**config.mk**
```make
export PLATFORM = sky130hd
export DESIGN_NAME = text_find_whole_word_matcher
export DESIGN_NICKNAME = d
export VERILOG_FILES = /design/src/rtl/core/twm_pkg.sv /design/src/rtl/core/twm_front.sv /design/src/rtl/core/twm_queue.sv /design/src/rtl/core/twm_back.sv /design/src/rtl/core/text_find_whole_word_matcher.sv
export VERILOG_INCLUDE_DIRS = /design/src /design/src/rtl/core
export SDC_FILE = /design/constraint.sdc
export NUM_CORES = 1
export LEC_CHECK = 0
export BUFFER_PORTS_ARGS = -buffer_cell sky130_fd_sc_hd__buf_4
export CAP_MARGIN = 10
export CORE_ASPECT_RATIO = 1.5
export CORE_MARGIN = 2
export CORE_UTILIZATION = 45
export DETAILED_ROUTE_END_ITERATION = 7
export PLACE_DENSITY = 0.6
export SLEW_MARGIN = 25
export SYNTH_ARGS = -nofsm -noshare
export SYNTH_HDL_FRONTEND = slang
export SYNTH_SLANG_ARGS = --single-unit
```
**constraint.sdc**
```tcl
create_clock -name clk -period 6.3 [get_ports clk]
set_clock_uncertainty 0.15 [all_clocks]
set_input_delay 0.315 -clock clk [delete_from_list [all_inputs] [get_ports clk]]
set_output_delay 0.315 -clock clk [all_outputs]
set_load 0.05 [all_outputs]
```
**src/rtl/core/assert_macros.svh**
```systemverilog
// Assertion helpers shared by the RTL. Both forms reduce to nothing in synthesis.
`ifndef ASSERT_MACROS_SVH
`define ASSERT_MACROS_SVH
`ifndef SYNTHESIS
// Check that a property holds at every clock edge outside reset.
`define ASSERT_PROP(lbl, clk, rst, prop) \
  lbl: assert property (@(posedge clk) disable iff (rst) prop) \
    else $error("assertion failed");
// Check that a condition never becomes true outside reset.
`define ASSERT_NEVER(lbl, clk, rst, cond) \
  lbl: assert property (@(posedge clk) disable iff (rst) !(cond)) \
    else $error("forbidden condition seen");
`else
`define ASSERT_PROP(lbl, clk, rst, prop)
`define ASSERT_NEVER(lbl, clk, rst, cond)
`endif
`endif

```
**src/rtl/core/twm_pkg.sv**
```systemverilog
package twm_pkg;

  localparam int QUERY_MAX  = 16;
  localparam int LINE_BYTES = 65536;

  localparam int LEN_W   = $clog2(QUERY_MAX + 1);
  localparam int IDX_W   = (QUERY_MAX > 1) ? $clog2(QUERY_MAX) : 1;
  localparam int COUNT_W = $clog2(LINE_BYTES + 1);
  localparam int POS_W   = 16;
  localparam int QLEN_W  = 5;
  localparam int CMP_W   = (COUNT_W > POS_W) ? COUNT_W : POS_W;

  localparam int QDEPTH  = 2;
  localparam int QPTR_W  = (QDEPTH > 1) ? $clog2(QDEPTH) : 1;
  localparam int QCNT_W  = $clog2(QDEPTH + 1);

  localparam logic [7:0] CHAR_UPPER_A   = 8'h41;
  localparam logic [7:0] CHAR_UPPER_Z   = 8'h5A;
  localparam logic [7:0] CHAR_LOWER_A   = 8'h61;
  localparam logic [7:0] CHAR_LOWER_Z   = 8'h7A;
  localparam logic [7:0] CHAR_DIGIT_0   = 8'h30;
  localparam logic [7:0] CHAR_DIGIT_9   = 8'h39;
  localparam logic [7:0] CHAR_UNDERSCORE = 8'h5F;
  localparam logic [7:0] CASE_DELTA     = 8'h20;

  typedef enum logic [2:0] {
    REG_QUERY_LOW    = 3'd0,
    REG_QUERY_HIGH   = 3'd1,
    REG_QUERY_LENGTH = 3'd2,
    REG_MATCH_CASE   = 3'd3,
    REG_WHOLE_WORD   = 3'd4,
    REG_START_OFFSET = 3'd5
  } cfg_reg_t;

  typedef struct packed {
    logic [7:0] text_byte;
    logic       last_byte;
  } in_item_t;

  typedef struct packed {
    logic             hit;
    logic [POS_W-1:0] match_position;
    logic             line_end;
    logic             not_found;
  } out_item_t;

  typedef struct packed {
    logic [63:0]       query_low;
    logic [63:0]       query_high;
    logic [QLEN_W-1:0] query_length;
    logic              match_case;
    logic              whole_word;
    logic [POS_W-1:0]  start_offset;
  } cfg_t;

  // Classified byte handed from the front to the back.
  typedef struct packed {
    logic             is_word;
    logic             last;
    logic             ignored;
    logic             cand;
    logic [POS_W-1:0] cand_pos;
  } cls_t;

  function automatic logic [7:0] fold_byte(input logic [7:0] b, input logic exact);
    if (!exact && b >= CHAR_UPPER_A && b <= CHAR_UPPER_Z) begin
      return b + CASE_DELTA;
    end
    return b;
  endfunction

  function automatic logic is_word_byte(input logic [7:0] b);
    return (b >= CHAR_LOWER_A && b <= CHAR_LOWER_Z) ||
           (b >= CHAR_UPPER_A && b <= CHAR_UPPER_Z) ||
           (b >= CHAR_DIGIT_0 && b <= CHAR_DIGIT_9) ||
           (b == CHAR_UNDERSCORE);
  endfunction

endpackage

```
**src/rtl/core/twm_front.sv**
```systemverilog
`include "assert_macros.svh"

module twm_front (
  input  logic             clk,
  input  logic             rst,
  input  logic             in_valid,
  output logic             in_ready,
  input  twm_pkg::in_item_t in_data,
  input  twm_pkg::cfg_t    cfg,
  input  logic             q_full,
  output logic             push,
  output twm_pkg::cls_t    push_data
);

  logic [twm_pkg::COUNT_W-1:0]        count;
  logic [twm_pkg::COUNT_W-1:0]        count_inc;
  logic [twm_pkg::QUERY_MAX-2:0][7:0] byte_hist;
  logic [twm_pkg::QUERY_MAX-1:0][7:0] window;
  logic [twm_pkg::QUERY_MAX-1:0][7:0] query_fold;
  logic [twm_pkg::QUERY_MAX-1:0]      cmp_ok;
  logic [twm_pkg::QUERY_MAX:0]        word_hist;
  logic [twm_pkg::QUERY_MAX:0]        word_step;
  logic [twm_pkg::LEN_W-1:0]          len_eff;
  logic [twm_pkg::IDX_W-1:0]          len_top;
  logic [twm_pkg::COUNT_W-1:0]        start_pos;
  logic [127:0]                       query_flat;
  logic                               byte_word;
  logic                               ignored;
  logic                               cand;

  assign in_ready = !q_full;
  assign push     = in_valid && in_ready;

  assign query_flat = {cfg.query_high, cfg.query_low};
  assign byte_word  = twm_pkg::is_word_byte(in_data.text_byte);
  assign ignored    = (count >= twm_pkg::COUNT_W'(twm_pkg::LINE_BYTES));
  assign count_inc  = count + 1'b1;
  assign word_step  = {word_hist[twm_pkg::QUERY_MAX-1:0], byte_word};
  // Entry 0 is the incoming byte, entry k the byte k items back.
  assign window     = {byte_hist, in_data.text_byte};

  // Clamp the query length to the window size.
  always_comb begin
    if (cfg.query_length > twm_pkg::QLEN_W'(twm_pkg::QUERY_MAX)) begin
      len_eff = twm_pkg::LEN_W'(twm_pkg::QUERY_MAX);
    end else begin
      len_eff = twm_pkg::LEN_W'(cfg.query_length);
    end
  end

  assign len_top = twm_pkg::IDX_W'(len_eff - 1'b1);

  // Compare the newest len_eff bytes against the query as it stands now:
  // window byte k meets query byte len_eff-1-k; positions past the length pass.
  always_comb begin
    for (int j = 0; j < twm_pkg::QUERY_MAX; j++) begin
      query_fold[j] = twm_pkg::fold_byte(query_flat[8*j +: 8], cfg.match_case);
    end
    for (int k = 0; k < twm_pkg::QUERY_MAX; k++) begin
      cmp_ok[k] = (twm_pkg::LEN_W'(k) >= len_eff) ||
                  (twm_pkg::fold_byte(window[k], cfg.match_case) ==
                   query_fold[len_top - twm_pkg::IDX_W'(k)]);
    end
  end

  assign start_pos = count_inc - twm_pkg::COUNT_W'(len_eff);

  always_comb begin
    cand = 1'b0;
    if (!ignored && len_eff != '0 && count_inc >= twm_pkg::COUNT_W'(len_eff)) begin
      cand = (&cmp_ok) &&
             (twm_pkg::CMP_W'(start_pos) >= twm_pkg::CMP_W'(cfg.start_offset)) &&
             !(cfg.whole_word && start_pos != '0 && word_step[len_eff]);
    end
  end

  always_comb begin
    push_data.is_word  = byte_word;
    push_data.last     = in_data.last_byte;
    push_data.ignored  = ignored;
    push_data.cand     = cand;
    push_data.cand_pos = twm_pkg::POS_W'(start_pos);
  end

  always_ff @(posedge clk) begin
    if (rst) begin
      count     <= '0;
      byte_hist <= '0;
      word_hist <= '0;
    end else if (push) begin
      if (in_data.last_byte) begin
        count     <= '0;
        byte_hist <= '0;
        word_hist <= '0;
      end else if (!ignored) begin
        count     <= count_inc;
        byte_hist <= window[twm_pkg::QUERY_MAX-2:0];
        word_hist <= word_step;
      end
    end
  end

  `ASSERT_PROP(front_line_clear, clk, rst, push && in_data.last_byte |=> count == '0)

endmodule

```
**src/rtl/core/twm_queue.sv**
```systemverilog
`include "assert_macros.svh"

module twm_queue (
  input  logic          clk,
  input  logic          rst,
  input  logic          push,
  input  twm_pkg::cls_t push_data,
  output logic          full,
  input  logic          pop,
  output logic          pop_valid,
  output twm_pkg::cls_t pop_data
);

  twm_pkg::cls_t               entries [twm_pkg::QDEPTH];
  logic [twm_pkg::QPTR_W-1:0]  wr_ptr;
  logic [twm_pkg::QPTR_W-1:0]  rd_ptr;
  logic [twm_pkg::QCNT_W-1:0]  fill;

  assign full      = (fill == twm_pkg::QCNT_W'(twm_pkg::QDEPTH));
  assign pop_valid = (fill != '0);
  assign pop_data  = entries[rd_ptr];

  always_ff @(posedge clk) begin
    if (push) begin
      entries[wr_ptr] <= push_data;
    end
  end

  always_ff @(posedge clk) begin
    if (rst) begin
      wr_ptr <= '0;
      rd_ptr <= '0;
      fill   <= '0;
    end else begin
      if (push) begin
        wr_ptr <= (wr_ptr == twm_pkg::QPTR_W'(twm_pkg::QDEPTH - 1)) ? '0 : wr_ptr + 1'b1;
      end
      if (pop) begin
        rd_ptr <= (rd_ptr == twm_pkg::QPTR_W'(twm_pkg::QDEPTH - 1)) ? '0 : rd_ptr + 1'b1;
      end
      if (push && !pop) begin
        fill <= fill + 1'b1;
      end else if (pop && !push) begin
        fill <= fill - 1'b1;
      end
    end
  end

  `ASSERT_NEVER(queue_overflow, clk, rst, push && full && !pop)
  `ASSERT_NEVER(queue_underflow, clk, rst, pop && !pop_valid)

endmodule

```
**src/rtl/core/twm_back.sv**
```systemverilog
`include "assert_macros.svh"

module twm_back (
  input  logic              clk,
  input  logic              rst,
  input  logic              whole_word,
  input  logic              q_valid,
  input  twm_pkg::cls_t     entry,
  output logic              pop,
  output logic              out_valid,
  input  logic              out_ready,
  output twm_pkg::out_item_t out_data
);

  logic                      pending_match;
  logic                      pending_match_next;
  logic [twm_pkg::POS_W-1:0] pending_position;
  logic [twm_pkg::POS_W-1:0] pending_position_next;
  logic                      already_found;
  logic                      already_found_next;
  twm_pkg::out_item_t        result;

  assign pop = q_valid && (!out_valid || out_ready);

  always_comb begin
    pending_match_next    = pending_match;
    pending_position_next = pending_position;
    already_found_next    = already_found;
    result                = '0;
    if (!entry.ignored) begin
      // Confirm the waiting candidate unless whole-word mode is on and a word byte follows it.
      if (pending_match) begin
        if (!whole_word || !entry.is_word) begin
          result.hit            = 1'b1;
          result.match_position = pending_position;
          already_found_next    = 1'b1;
        end
        pending_match_next = 1'b0;
      end
      if (!already_found_next && entry.cand) begin
        if (entry.last) begin
          result.hit            = 1'b1;
          result.match_position = entry.cand_pos;
          already_found_next    = 1'b1;
        end else begin
          pending_match_next    = 1'b1;
          pending_position_next = entry.cand_pos;
        end
      end
    end else if (pending_match) begin
      // Line limit acts as the line end.
      result.hit            = 1'b1;
      result.match_position = pending_position;
      already_found_next    = 1'b1;
      pending_match_next    = 1'b0;
    end
    result.line_end  = entry.last;
    result.not_found = entry.last && !already_found_next;
    if (entry.last) begin
      pending_match_next    = 1'b0;
      pending_position_next = '0;
      already_found_next    = 1'b0;
    end
  end

  always_ff @(posedge clk) begin
    if (rst) begin
      pending_match    <= 1'b0;
      pending_position <= '0;
      already_found    <= 1'b0;
      out_valid        <= 1'b0;
    end else begin
      if (pop) begin
        pending_match    <= pending_match_next;
        pending_position <= pending_position_next;
        already_found    <= already_found_next;
        out_valid        <= 1'b1;
      end else if (out_ready) begin
        out_valid <= 1'b0;
      end
    end
  end

  always_ff @(posedge clk) begin
    if (pop) begin
      out_data <= result;
    end
  end

  `ASSERT_NEVER(back_found_no_pending, clk, rst, already_found && pending_match)
  `ASSERT_NEVER(back_hit_not_found, clk, rst, out_valid && out_data.hit && out_data.not_found)
  `ASSERT_PROP(back_line_reset, clk, rst, pop && entry.last |=> !pending_match && !already_found)

endmodule

```
**src/rtl/core/text_find_whole_word_matcher.sv**
```systemverilog
// Channel | Direction | Handshake            | Payload
// in      | input     | in_valid / in_ready   | in_data   (text_byte, last_byte)
// out     | output    | out_valid / out_ready | out_data  (hit, match_position,
//         |           |                       |            line_end, not_found)
// cfg     | input     | cfg_valid / cfg_ready | cfg_index, cfg_data
//
// One byte per cycle sustained while out_ready keeps up; out_valid rises once the byte
// is through the queue (front pushes it into the queue, back registers the result).
// The front's window compare and the back's pending-match update set the rate.
// Synchronous active-high rst clears line state, the queue, out_valid and
// all configuration registers. No clearing pass is needed.
// Output stalls fill the two-entry queue; in_ready drops only when it is full.

module text_find_whole_word_matcher (
  input  logic                clk,
  input  logic                rst,
  input  logic                in_valid,
  output logic                in_ready,
  input  twm_pkg::in_item_t   in_data,
  output logic                out_valid,
  input  logic                out_ready,
  output twm_pkg::out_item_t  out_data,
  input  logic                cfg_valid,
  output logic                cfg_ready,
  input  logic [2:0]          cfg_index,
  input  logic [63:0]         cfg_data
);

  // Configuration registers: the user must write them only while the block is idle; the block does not enforce it.
  twm_pkg::cfg_t cfg;

  // Front to queue.
  logic          push;
  twm_pkg::cls_t push_data;
  logic          q_full;

  // Queue to back.
  logic          pop;
  logic          q_valid;
  twm_pkg::cls_t q_data;

  // Every configuration transaction is taken at once.
  assign cfg_ready = 1'b1;

  always_ff @(posedge clk) begin
    if (rst) begin
      cfg <= '0;
    end else if (cfg_valid && cfg_ready) begin
      case (twm_pkg::cfg_reg_t'(cfg_index))
        twm_pkg::REG_QUERY_LOW:    cfg.query_low    <= cfg_data;
        twm_pkg::REG_QUERY_HIGH:   cfg.query_high   <= cfg_data;
        twm_pkg::REG_QUERY_LENGTH: cfg.query_length <= cfg_data[twm_pkg::QLEN_W-1:0];
        twm_pkg::REG_MATCH_CASE:   cfg.match_case   <= cfg_data[0];
        twm_pkg::REG_WHOLE_WORD:   cfg.whole_word   <= cfg_data[0];
        twm_pkg::REG_START_OFFSET: cfg.start_offset <= cfg_data[twm_pkg::POS_W-1:0];
        default: begin
          // Unmapped index: drop the write.
        end
      endcase
    end
  end

  // Front: take each byte, advance the window and flag match candidates.
  twm_front u_front (
    .clk       (clk),
    .rst       (rst),
    .in_valid  (in_valid),
    .in_ready  (in_ready),
    .in_data   (in_data),
    .cfg       (cfg),
    .q_full    (q_full),
    .push      (push),
    .push_data (push_data)
  );

  // Short queue that lets the front keep accepting while the output stalls.
  twm_queue u_queue (
    .clk       (clk),
    .rst       (rst),
    .push      (push),
    .push_data (push_data),
    .full      (q_full),
    .pop       (pop),
    .pop_valid (q_valid),
    .pop_data  (q_data)
  );

  // Back: confirm candidates on the following byte, hold the first hit of the line.
  twm_back u_back (
    .clk        (clk),
    .rst        (rst),
    .whole_word (cfg.whole_word),
    .q_valid    (q_valid),
    .entry      (q_data),
    .pop        (pop),
    .out_valid  (out_valid),
    .out_ready  (out_ready),
    .out_data   (out_data)
  );

endmodule

```
Yosys cells after proc, flatten, opt, wreduce, memory -nomap -nowiden
Memory sizes are Yosys's and may differ from the RTL's. A register that Yosys moved wholly into a read port is not among the register bits.
Index checks and enable logic that the tools add are counted.
{"block": "word_totals", "word_cells": 514, "ram_bits": 40, "ff_bits": 346, "output_inout_bits": 22, "memories": 1}
{"block": "op_classes", "addsub": 54, "muxes": 168, "reduce_logical": 127, "n_eq_ne": 25, "order_cmp": 105}
{"name": "u_queue.entries", "words": 2, "word_bits": 20, "rd": 1, "rd_clocked_by_memory_dff": 1, "wr": 1, "line_no": "twm_queue.sv:14", "text": "twm_pkg::cls_t entries [twm_pkg::QDEPTH];"}
{"operator": "2-to-1 mux 8 bit", "count": 80}
{"operator": "binary-select mux 8 bit (select 4 bit)", "count": 16}
{"operator": ">= comparator 8 x 7 -> 1 bit, second input constant", "count": 33}
{"operator": "less-or-equal comparator 8 x 7 -> 1 bit, second input constant", "count": 33}
{"operator": "adder 8 x 6 -> 8 bit, second input constant", "count": 32}
{"operator": "2-to-1 mux 120 bit", "count": 2}
{"operator": "2-to-1 mux 17 bit", "count": 8}
{"operator": "== test 8 bit", "count": 16}
{"operator": "< comparator 4 x 5 -> 1 bit, second input constant", "count": 16}
{"operator": "2-to-1 mux 16 bit", "count": 5}
{"operator": "logical AND 1 bit", "count": 79}
{"operator": "2-to-1 mux 1 bit", "count": 53}
{"operator": ">= comparator 4 x 5 -> 1 bit, first input constant", "count": 8}
{"operator": "subtractor 4 bit, second input constant", "count": 8}
{"operator": "logical OR 1 bit", "count": 21}
{"operator": ">= comparator 3 x 5 -> 1 bit, first input constant", "count": 4}
{"operator": "adder 17 x 1 -> 17 bit, second input constant", "count": 1}
{"operator": ">= comparator 17 x 16 -> 1 bit", "count": 1}
{"operator": ">= comparator 17 bit, second input constant", "count": 1}
{"operator": ">= comparator 17 x 5 -> 1 bit", "count": 1}
{"operator": "nonzero test 17 bit", "count": 1}
{"operator": "subtractor 17 x 5 -> 17 bit", "count": 1}
{"operator": "AND reduction 16 bit", "count": 1}
{"operator": "subtractor 4 x 3 -> 4 bit, second input constant", "count": 4}
{"operator": "other kinds (27)", "count": 54}

Depth between registers and ports, before layout
Gate-level depths: netlist of run 1.
{"block": "logic_depth", "ltp_word": 13, "ltp_mapped": 26, "ltp_nobuf": 21}

By module
A second synthesis of run 1 with hierarchy kept.
{"block": "hier_totals", "hier_cells": 3082, "hier_area_um2": 28214.6}
{"mod": "twm_front", "area_per_inst_um2": 18965.7, "instances": 1, "seq_area_each_um2": 3062.9, "cells_each": 2331}
{"mod": "text_find_whole_word_matcher", "area_per_inst_um2": 6174.7, "instances": 1, "seq_area_each_um2": 3022.9, "cells_each": 569}
{"mod": "twm_queue", "area_per_inst_um2": 1646.6, "instances": 1, "seq_area_each_um2": 1301.2, "cells_each": 84}
{"mod": "twm_back", "area_per_inst_um2": 1427.6, "instances": 1, "seq_area_each_um2": 950.9, "cells_each": 98}

Worst setup path after synthesis of run 1
OpenSTA, ideal clock, no wires.
{"block": "synth_path", "path_type": "reg-to-reg", "startpoint": "reg cfg[22] (netlist name)", "endpoint": "mem u_queue.entries[0][16] in the netlist's numbering (data pin)", "stages_incl_launch_ff": 24, "arrival_time_ns": 5.106, "path_buffers": 7, "required_time_ns": 5.891, "setup_ns": 0.259, "setup_slack_ns": 0.785, "path_cell_list": "dfxtp_1 nor2b_1 buf_2 inv_2 clkbuf_1 clkbuf_1 buf_2 ha_1 xor2_2 inv_2 buf_4 buf_2 buf_2 ha_1 a21boi_0 nand3_1 nand2_1 mux4_1 mux2i_1 xor2_1 nor3_1 a32o_1 o221a_2 and4_1"}
{"element": "end: declaration", "line_no": "twm_queue.sv:14"}

==> out/qor.yml, run 1 <==
rows: 110
tightest_slew_ps: 1200
grt_pass1_wl_mm: 167
netlist_instances: 3202
met1_usage_pct: 40.2
routedWlPerCell_um: 27.9
p_leak_nw: 11.3
met2_usage_pct: 63.2
report.final.setup_viol: 0
finalSetupTns_ps: 0
antenna_left: 0
crit_start: "cfg[22]$_SDFFE_PP0P_"
cts_buffers: 41
timing.rr.start: "cfg[22]$_SDFFE_PP0P_"
grt-busiest-layer: "met2"
drtPass1Iterations: 6
core-area_um2: 60000
dp_hpwl_mm: 88.8
clkPwrFrac_pct: 35.0
gr-usage-all-layers_pct: 36.0
route.detailed.drc: 0
ir_drop_mv: 0.218
intPower_w: 0.00472
path_class: "flip-flop to flip-flop"
regToRegSetupSlack_ps: 480
layout_commonest_cell: "nand2_1"
combinationalPowerShare_pct: 25.4
die_w_um: 205
reg2reg_depth: 20
ios: 103
cts.sinks: 387
synth_edf_count: 59
fp.dieArea_um2: 62800
num_antenna_cells: 0
p_per_area_nw_per_um2: 231
post_route_cells_drive_above_1_share_pct: 13.3
grt_start_max_net_pins: 260
fmax_mhz: 172
total_power_w: 0.00712
htreeDepth: 2
rsz0062_at_grt: "false"
ys_ff_latch: 387
drv_cap: 0
path_clk_slew_ps: 70
io_buffer_count: 101
antenna_found_initial: 2
outcome: "finished clean"
slew_headroom_pct: 17.7
cts_tree: "done"
hold_class: "input port to flip-flop"
endpoint_kind: "flip-flop"
via_per_inst: 6.40
async_flop_share_pct: 0
maxSlewViolCount: 0
synth-seq-area-share_pct: 30.5
ys.flop_type: "dfxtp_1"
required_ps: 6590
grt_pass1_vias: 25100
finalCritPeriodShare_pct: 92.4
synth_cell_types: 109
finalNetCount: 3427
first_iter_violations: 2379
endpoint: "u_queue.entries[1][16]$_DFFE_PP_"
start_util_pct: 45.6
synth_fp_nets: 3358
clk_latency_ps: 590
vias: 26200
die_y_um: 306
wl_mm: 114
seqPwrFrac_pct: 39.6
startpoint_type: "flip-flop"
r2r-end: "u_queue.entries[1][16]$_DFFE_PP_"
finalHoldViolations: 0
grt-ovfl-total: 0
sw_frac_of_total_pct: 33.7
gp_congestion: 1.03
syn_to_final_growth_pct: 12.9
clock-root-buffer: "clkbuf_16"
ys_warn_count: 0
synth_area_um2: 27400
p_sw_w: 0.00240
arrival_ps: 6110
clockBufferDepth: 3
timing.final.crit_period_ps: 5820
postSynthAreaPerCell_um2: 8.54
met3_usage_pct: 4.69
path_max_fanout: 15
final_cell_mix: "404 x nand2_1, 376 x a21oi_1, 326 x dfxtp_1"
nFillCells: 5734
[critical path, stage by stage (launching register included)]
cell,delay [ps]
dfxtp_1,600
inv_2,290
nand2_4,140
ha_1,280
nor2b_1,150
o21ai_0,170
nand2b_1,120
a211oi_2,450
and2_1,300
nand2b_1,100
xnor2_1,160
ha_1,330
and3_1,180
nand4_1,130
or4_1,410
a31oi_1,140
nor3_1,130
a221o_1,360
or4_1,510
nor4_1,310
and4_1,260
[state kept, by name (all words and copies together), names as in the netlist, 2 cells and up, named ones only]
name                     count
u_back.out_data             19
u_queue.entries             40
u_queue.fill                 2
u_front.word_hist           16
u_front.count               17
u_back.pending_position     16
cfg                        151
u_front.byte_hist          120
[metal layers]
layer	up-vias	share of wire, %
met3	302	5.4
met4	2	8.2
li1	11900	-
met1	12900	37
met5	-	0.011
met2	984	50
[cell usage after synthesis, types with 13 or more instances]
cell | instances | area, um2
nand2_1 | 404 | 1520
a21oi_1 | 376 | 1880
dfxtp_1 | 328 | 6570
nor2_1 | 276 | 1040
mux2i_1 | 227 | 2270
clkbuf_1 | 157 | 589
nor3b_1 | 136 | 1020
mux4_2 | 86 | 1940
xnor2_1 | 82 | 718
o21ai_0 | 79 | 395
ha_1 | 74 | 926
xor2_1 | 71 | 622
inv_1 | 61 | 229
nor3_1 | 61 | 305
edfxtp_1 | 59 | 1770
a22oi_1 | 50 | 375
nand3_1 | 43 | 215
buf_2 | 32 | 160
o22ai_1 | 31 | 194
o31ai_1 | 30 | 225
nand2b_1 | 29 | 181
mux2_2 | 28 | 315
a31oi_1 | 27 | 169
or3_1 | 27 | 169
nor4_1 | 25 | 156
nand4_1 | 21 | 131
or4_1 | 20 | 150
o211ai_1 | 19 | 143
a21o_1 | 18 | 135
a32o_1 | 17 | 170
nor2b_1 | 17 | 106
and2_1 | 15 | 93.8
and3_1 | 15 | 93.8
nor4b_1 | 15 | 131
o311ai_0 | 15 | 131
o221ai_1 | 14 | 123
a211oi_1 | 13 | 97.6
[worst min-delay path by stage]
stage | startpoint | to | cells after the start
2_1_floorplan | in_data[0] | u_queue.entries[0][18]$_DFFE_PP_ | 0
3_3_place_gp | cfg[4]$_SDFFE_PP0P_ | cfg[4]$_SDFFE_PP0P_ | 2
3_5_place_dp | cfg[4]$_SDFFE_PP0P_ | cfg[4]$_SDFFE_PP0P_ | 2
4_1_cts | in_data[8] | u_front.byte_hist[7]$_SDFFE_PP0P_ | 4
5_1_grt | in_data[8] | u_front.byte_hist[7]$_SDFFE_PP0P_ | 4
6_report | cfg_index[0] | cfg[16]$_SDFFE_PP0P_ | 4
[cell families (layout without fill, tap and decap cells)]
kind of cell	count (synthesis)	in the layout	share of synthesized area [%]
AOI/OAI and AO/OA	798	798	18.4
xor gates and xnor gates	158	158	5.24
DFF	387	387	30.5
other	1	1	0.0137
muxes	344	344	16.7
adders and majority gates	75	75	3.46
buffers and inverters	290	391	4.70
and+or+nand+nor	1149	1149	21.0
[timing repair]
action | in CTS | in global routing
hold buffers | 65 | 0
setup endpoints to repair | 0 | 2
resized for setup | 0 | 1
endpoints found under the hold margin | 152 | 0
setup buffers | 0 | 0
[stage by stage]
step / hold slack, ps / cell area (um2) / util (%) / cells / worst slack (ps)
global placement: 299 / 28800 / 48.1 / 3947 / 494
finish: 38.3 / 30900 / 51.5 / 4087 / 480
global route: 49.2 / 30900 / 51.5 / 4087 / 111
floorplan: 264 / 27400 / - / 3202 / 785
CTS: 15.3 / 30900 / 51.5 / 4087 / 403
detailed placement: 300 / 28900 / 48.1 / 3947 / 440
[power by group through the flow]
stage                     Clock, W  Sequential (W)  Combinational (W)
after floorplan                  0         0.00299            0.00105
after global placement           0         0.00287            0.00173
after detailed placement         0         0.00287            0.00176
after CTS                  0.00254         0.00282            0.00180
after global routing       0.00263         0.00283            0.00193
final                      0.00249         0.00282            0.00181
[area by class of cell]
class | instances | area, um2 | share of cell area, %
clock buffers | 54 | 1170 | 3.78
clock inverters | 21 | 203 | 0.656
inverters | 71 | 277 | 0.895
multi-input cells | 2525 | 17800 | 57.8
flip-flops and latches | 387 | 8340 | 27.0
well taps | 784 | 981 | 3.18
repair buffers | 245 | 2070 | 6.71
Note: power is estimated with default switching activity, not from simulation.
==> inputs of run 2 (changes only) <==
Settings changed: CORE_ASPECT_RATIO 1.5 to unset.
==> run 2 against run 1 <==
Against the previous run: routed wire length down 2.9%; worst setup slack better by 130 ps; die area barely moved; cell area shrank 0.19%; register-to-register slack better by 130 ps; combinational power about the same; non-clock buffer count fell by 9; first-iteration DRC count up 29%; via count fell by 0.79%; maximum frequency up 2.2%.
==> out/qor.yml, run 2 (synthesized netlist as in run 1, its figures left out) <==
rsz0062_at_grt: "false"
crit_buf_inv: 0  # -1
r2r-end: "u_queue.entries[0][16]$_DFFE_PP_"
grt_start_max_net_pins: 250  # -3.8%
syn_to_final_growth_pct: 12.7
core-area_um2: 60200  # +0.40%
nFillCells: 5683  # -0.89%
layout_commonest_cell: "nand2_1"
p_leak_nw: 11.3  # -0.20%
dp_hpwl_mm: 84.5  # -4.8%
reg2reg_depth: 20  # unchanged
crit_chain: "ha_1, xor2_1, ha_1, nor2b_1, o21ai_0, nand2b_1, a211oi_2, and2_1, nand2b_1, xnor2_1, ha_1, and3_1, nand4_1, or4_1, a31oi_1, nor3_1, a221o_1, or4_1, nor4_1, and4_1"
clock-root-buffer: "clkbuf_16"
report.final.setup_viol: 0  # unchanged
timing.final.crit_period_ps: 5690  # -126 ps
clockBufferDepth: 3  # unchanged
vias: 26000  # -0.79%
start_util_pct: 45.4  # -0.18 points
outcome: "finished clean"
path_class: "flip-flop to flip-flop"
finalSetupTns_ps: 0  # unchanged
die_y_um: 251  # -18%
max_stage_delay_ps: 510  # -90 ps
final_cell_mix: "404 x nand2_1, 376 x a21oi_1, 326 x dfxtp_1"
post-cts-setup-buffers: 0  # unchanged
path_clk_slew_ps: 60  # about the same
p_per_area_nw_per_um2: 232  # +0.46%
routedWlPerCell_um: 27.2  # -2.7%
fp.dieArea_um2: 62800  # about the same
io_buffer_count: 101  # unchanged
fin_util_pct: 51.2  # -0.30 points
ios: 103  # unchanged
top_register: "cfg"
cts_tree: "done"
gp_congestion: 1.05  # +2.4%
holdPathStages: 4  # unchanged
startpoint_type: "flip-flop"
ir_drop_mv: 0.279  # +28%
antenna_left: 0  # unchanged
finalHoldViolations: 0  # unchanged
crit_path_frequent_cell: "ha_1"
timing.rr.start: "u_front.count[0]$_SDFFE_PP0P_"
cpLargestDelayFamily: "simple AND/OR/NAND/NOR gates"
drv_cap: 0  # unchanged
holdWs_ps: 42.8  # +4.49 ps
cts_buffers: 43  # +4.9%
endpoint_kind: "flip-flop"
drtPass1Iterations: 6  # unchanged
regToRegSetupSlack_ps: 610  # +130 ps
tightest_slew_ps: 1170  # -35.1 ps
gr-usage-all-layers_pct: 34.5  # -1.6 points
rows: 90  # -18%
slew_headroom_pct: 21.1  # +3.4 points
cp.depth: 20  # unchanged
hold_class: "input port to flip-flop"
die_w_um: 251  # +22%
path_max_fanout: 7  # -8
multi_input_area_um2: 17800  # about the same
clk_latency_ps: 590  # about the same
finalCritPeriodShare_pct: 90.4  # -2.0 points
grt-ovfl-total: 0  # unchanged
via_per_inst: 6.36  # -0.60%
holdCritStartpoint: "cfg_index[0]"
required_ps: 6580  # about the same
fmax_mhz: 176  # +2.2%
largest_reg_flops: 151  # unchanged
arrival_ps: 5970  # -140 ps
route.detailed.drc: 0  # unchanged
grt_pass1_vias: 23900  # -4.7%
reg_top3: "cfg x151, u_front.byte_hist x120, u_queue.entries x40"
wl_mm: 111  # -2.9%
cts.sinks: 387  # unchanged
htreeDepth: 2  # unchanged
grt_pass1_wl_mm: 161  # -3.4%
maxSlewViolCount: 0  # unchanged
finalNetCount: 3420  # -0.20%
crit_slowest_cell: "or4_1"
post_route_cells_drive_above_1_share_pct: 12.9  # -0.43 points
min_to: "cfg[16]$_SDFFE_PP0P_"
first_iter_violations: 3062  # +29%
seq_area_um2: 8340  # unchanged
antenna_found_initial: 4  # +2
## run 2: cell types whose count changed in the layout (fill, tap and decap cells not counted), sizes merged
cell and delta:
inv -4, bufinv -1, clkinvlp -2, buf -9, diode +1, clkinv -1, clkbuf +10
## run 2: worst min-delay path: stages
cell and delay (ps):
buf_4 120, nand3b_1 150, mux2i_1 80, nor2_1 70
## run 2: layout make-up
| type | count | area share (%) |
|---|---|---|
| sequential | 387 | 27.1 |
| inverter | 71 | 0.897 |
| multi-input combinational | 2525 | 57.9 |
| tap | 782 | 3.17 |
| clock buffer | 64 | 4.11 |
| antenna | 1 | 0.00812 |
| timing repair buffer | 236 | 6.46 |
| clock inverter | 13 | 0.442 |
## run 2: what timing repair did
action | CTS | global route
gates resized for setup | 0 | 0
hold buffers | 65 | 0
endpoints found under the hold margin | 152 | 0
## run 2: report_power, final
| group | internal, W | total (W) | switching (W) |
|---|---|---|---|
| clock network | 0.00144 | 0.00250 | 0.00106 |
| logic | 0.000617 | 0.00182 | 0.00120 |
| registers | 0.00270 | 0.00282 | 0.000117 |
## run 2: per-layer routing
layer	vias up	global-route usage, %	routed length (um)
met5	-	0	68
met4	6	15.7	5780
met3	203	6.33	8180
met2	1057	54.3	49700
met1	12800	46.0	47100
li1	11900	-	-
## run 2: worst max-delay path by stage
stage,startpoint,endpoint
finish,u_front.count[0]$_SDFFE_PP0P_,u_queue.entries[0][16]$_DFFE_PP_
global placement,u_front.count[0]$_SDFFE_PP0P_,u_queue.entries[0][16]$_DFFE_PP_
CTS,u_front.count[0]$_SDFFE_PP0P_,u_queue.entries[0][16]$_DFFE_PP_
global route,u_front.count[0]$_SDFFE_PP0P_,u_queue.entries[0][16]$_DFFE_PP_
floorplan,cfg[22]$_SDFFE_PP0P_,u_queue.entries[0][16]$_DFFE_PP_
detailed placement,u_front.count[0]$_SDFFE_PP0P_,u_queue.entries[0][16]$_DFFE_PP_
## run 2: stage by stage
stage | total power [W] | instances | cell area [um2] | setup WS [ps]
6_report | 0.00714 | 4079 | 30800 | 606
5_1_grt | 0.00740 | 4079 | 30800 | 94.1
4_1_cts | 0.00716 | 4077 | 30800 | 637
3_5_place_dp | 0.00463 | 3935 | 28700 | 641
3_3_place_gp | 0.00459 | 3935 | 28700 | 806
2_1_floorplan | 0.00405 | 3202 | 27400 | 785
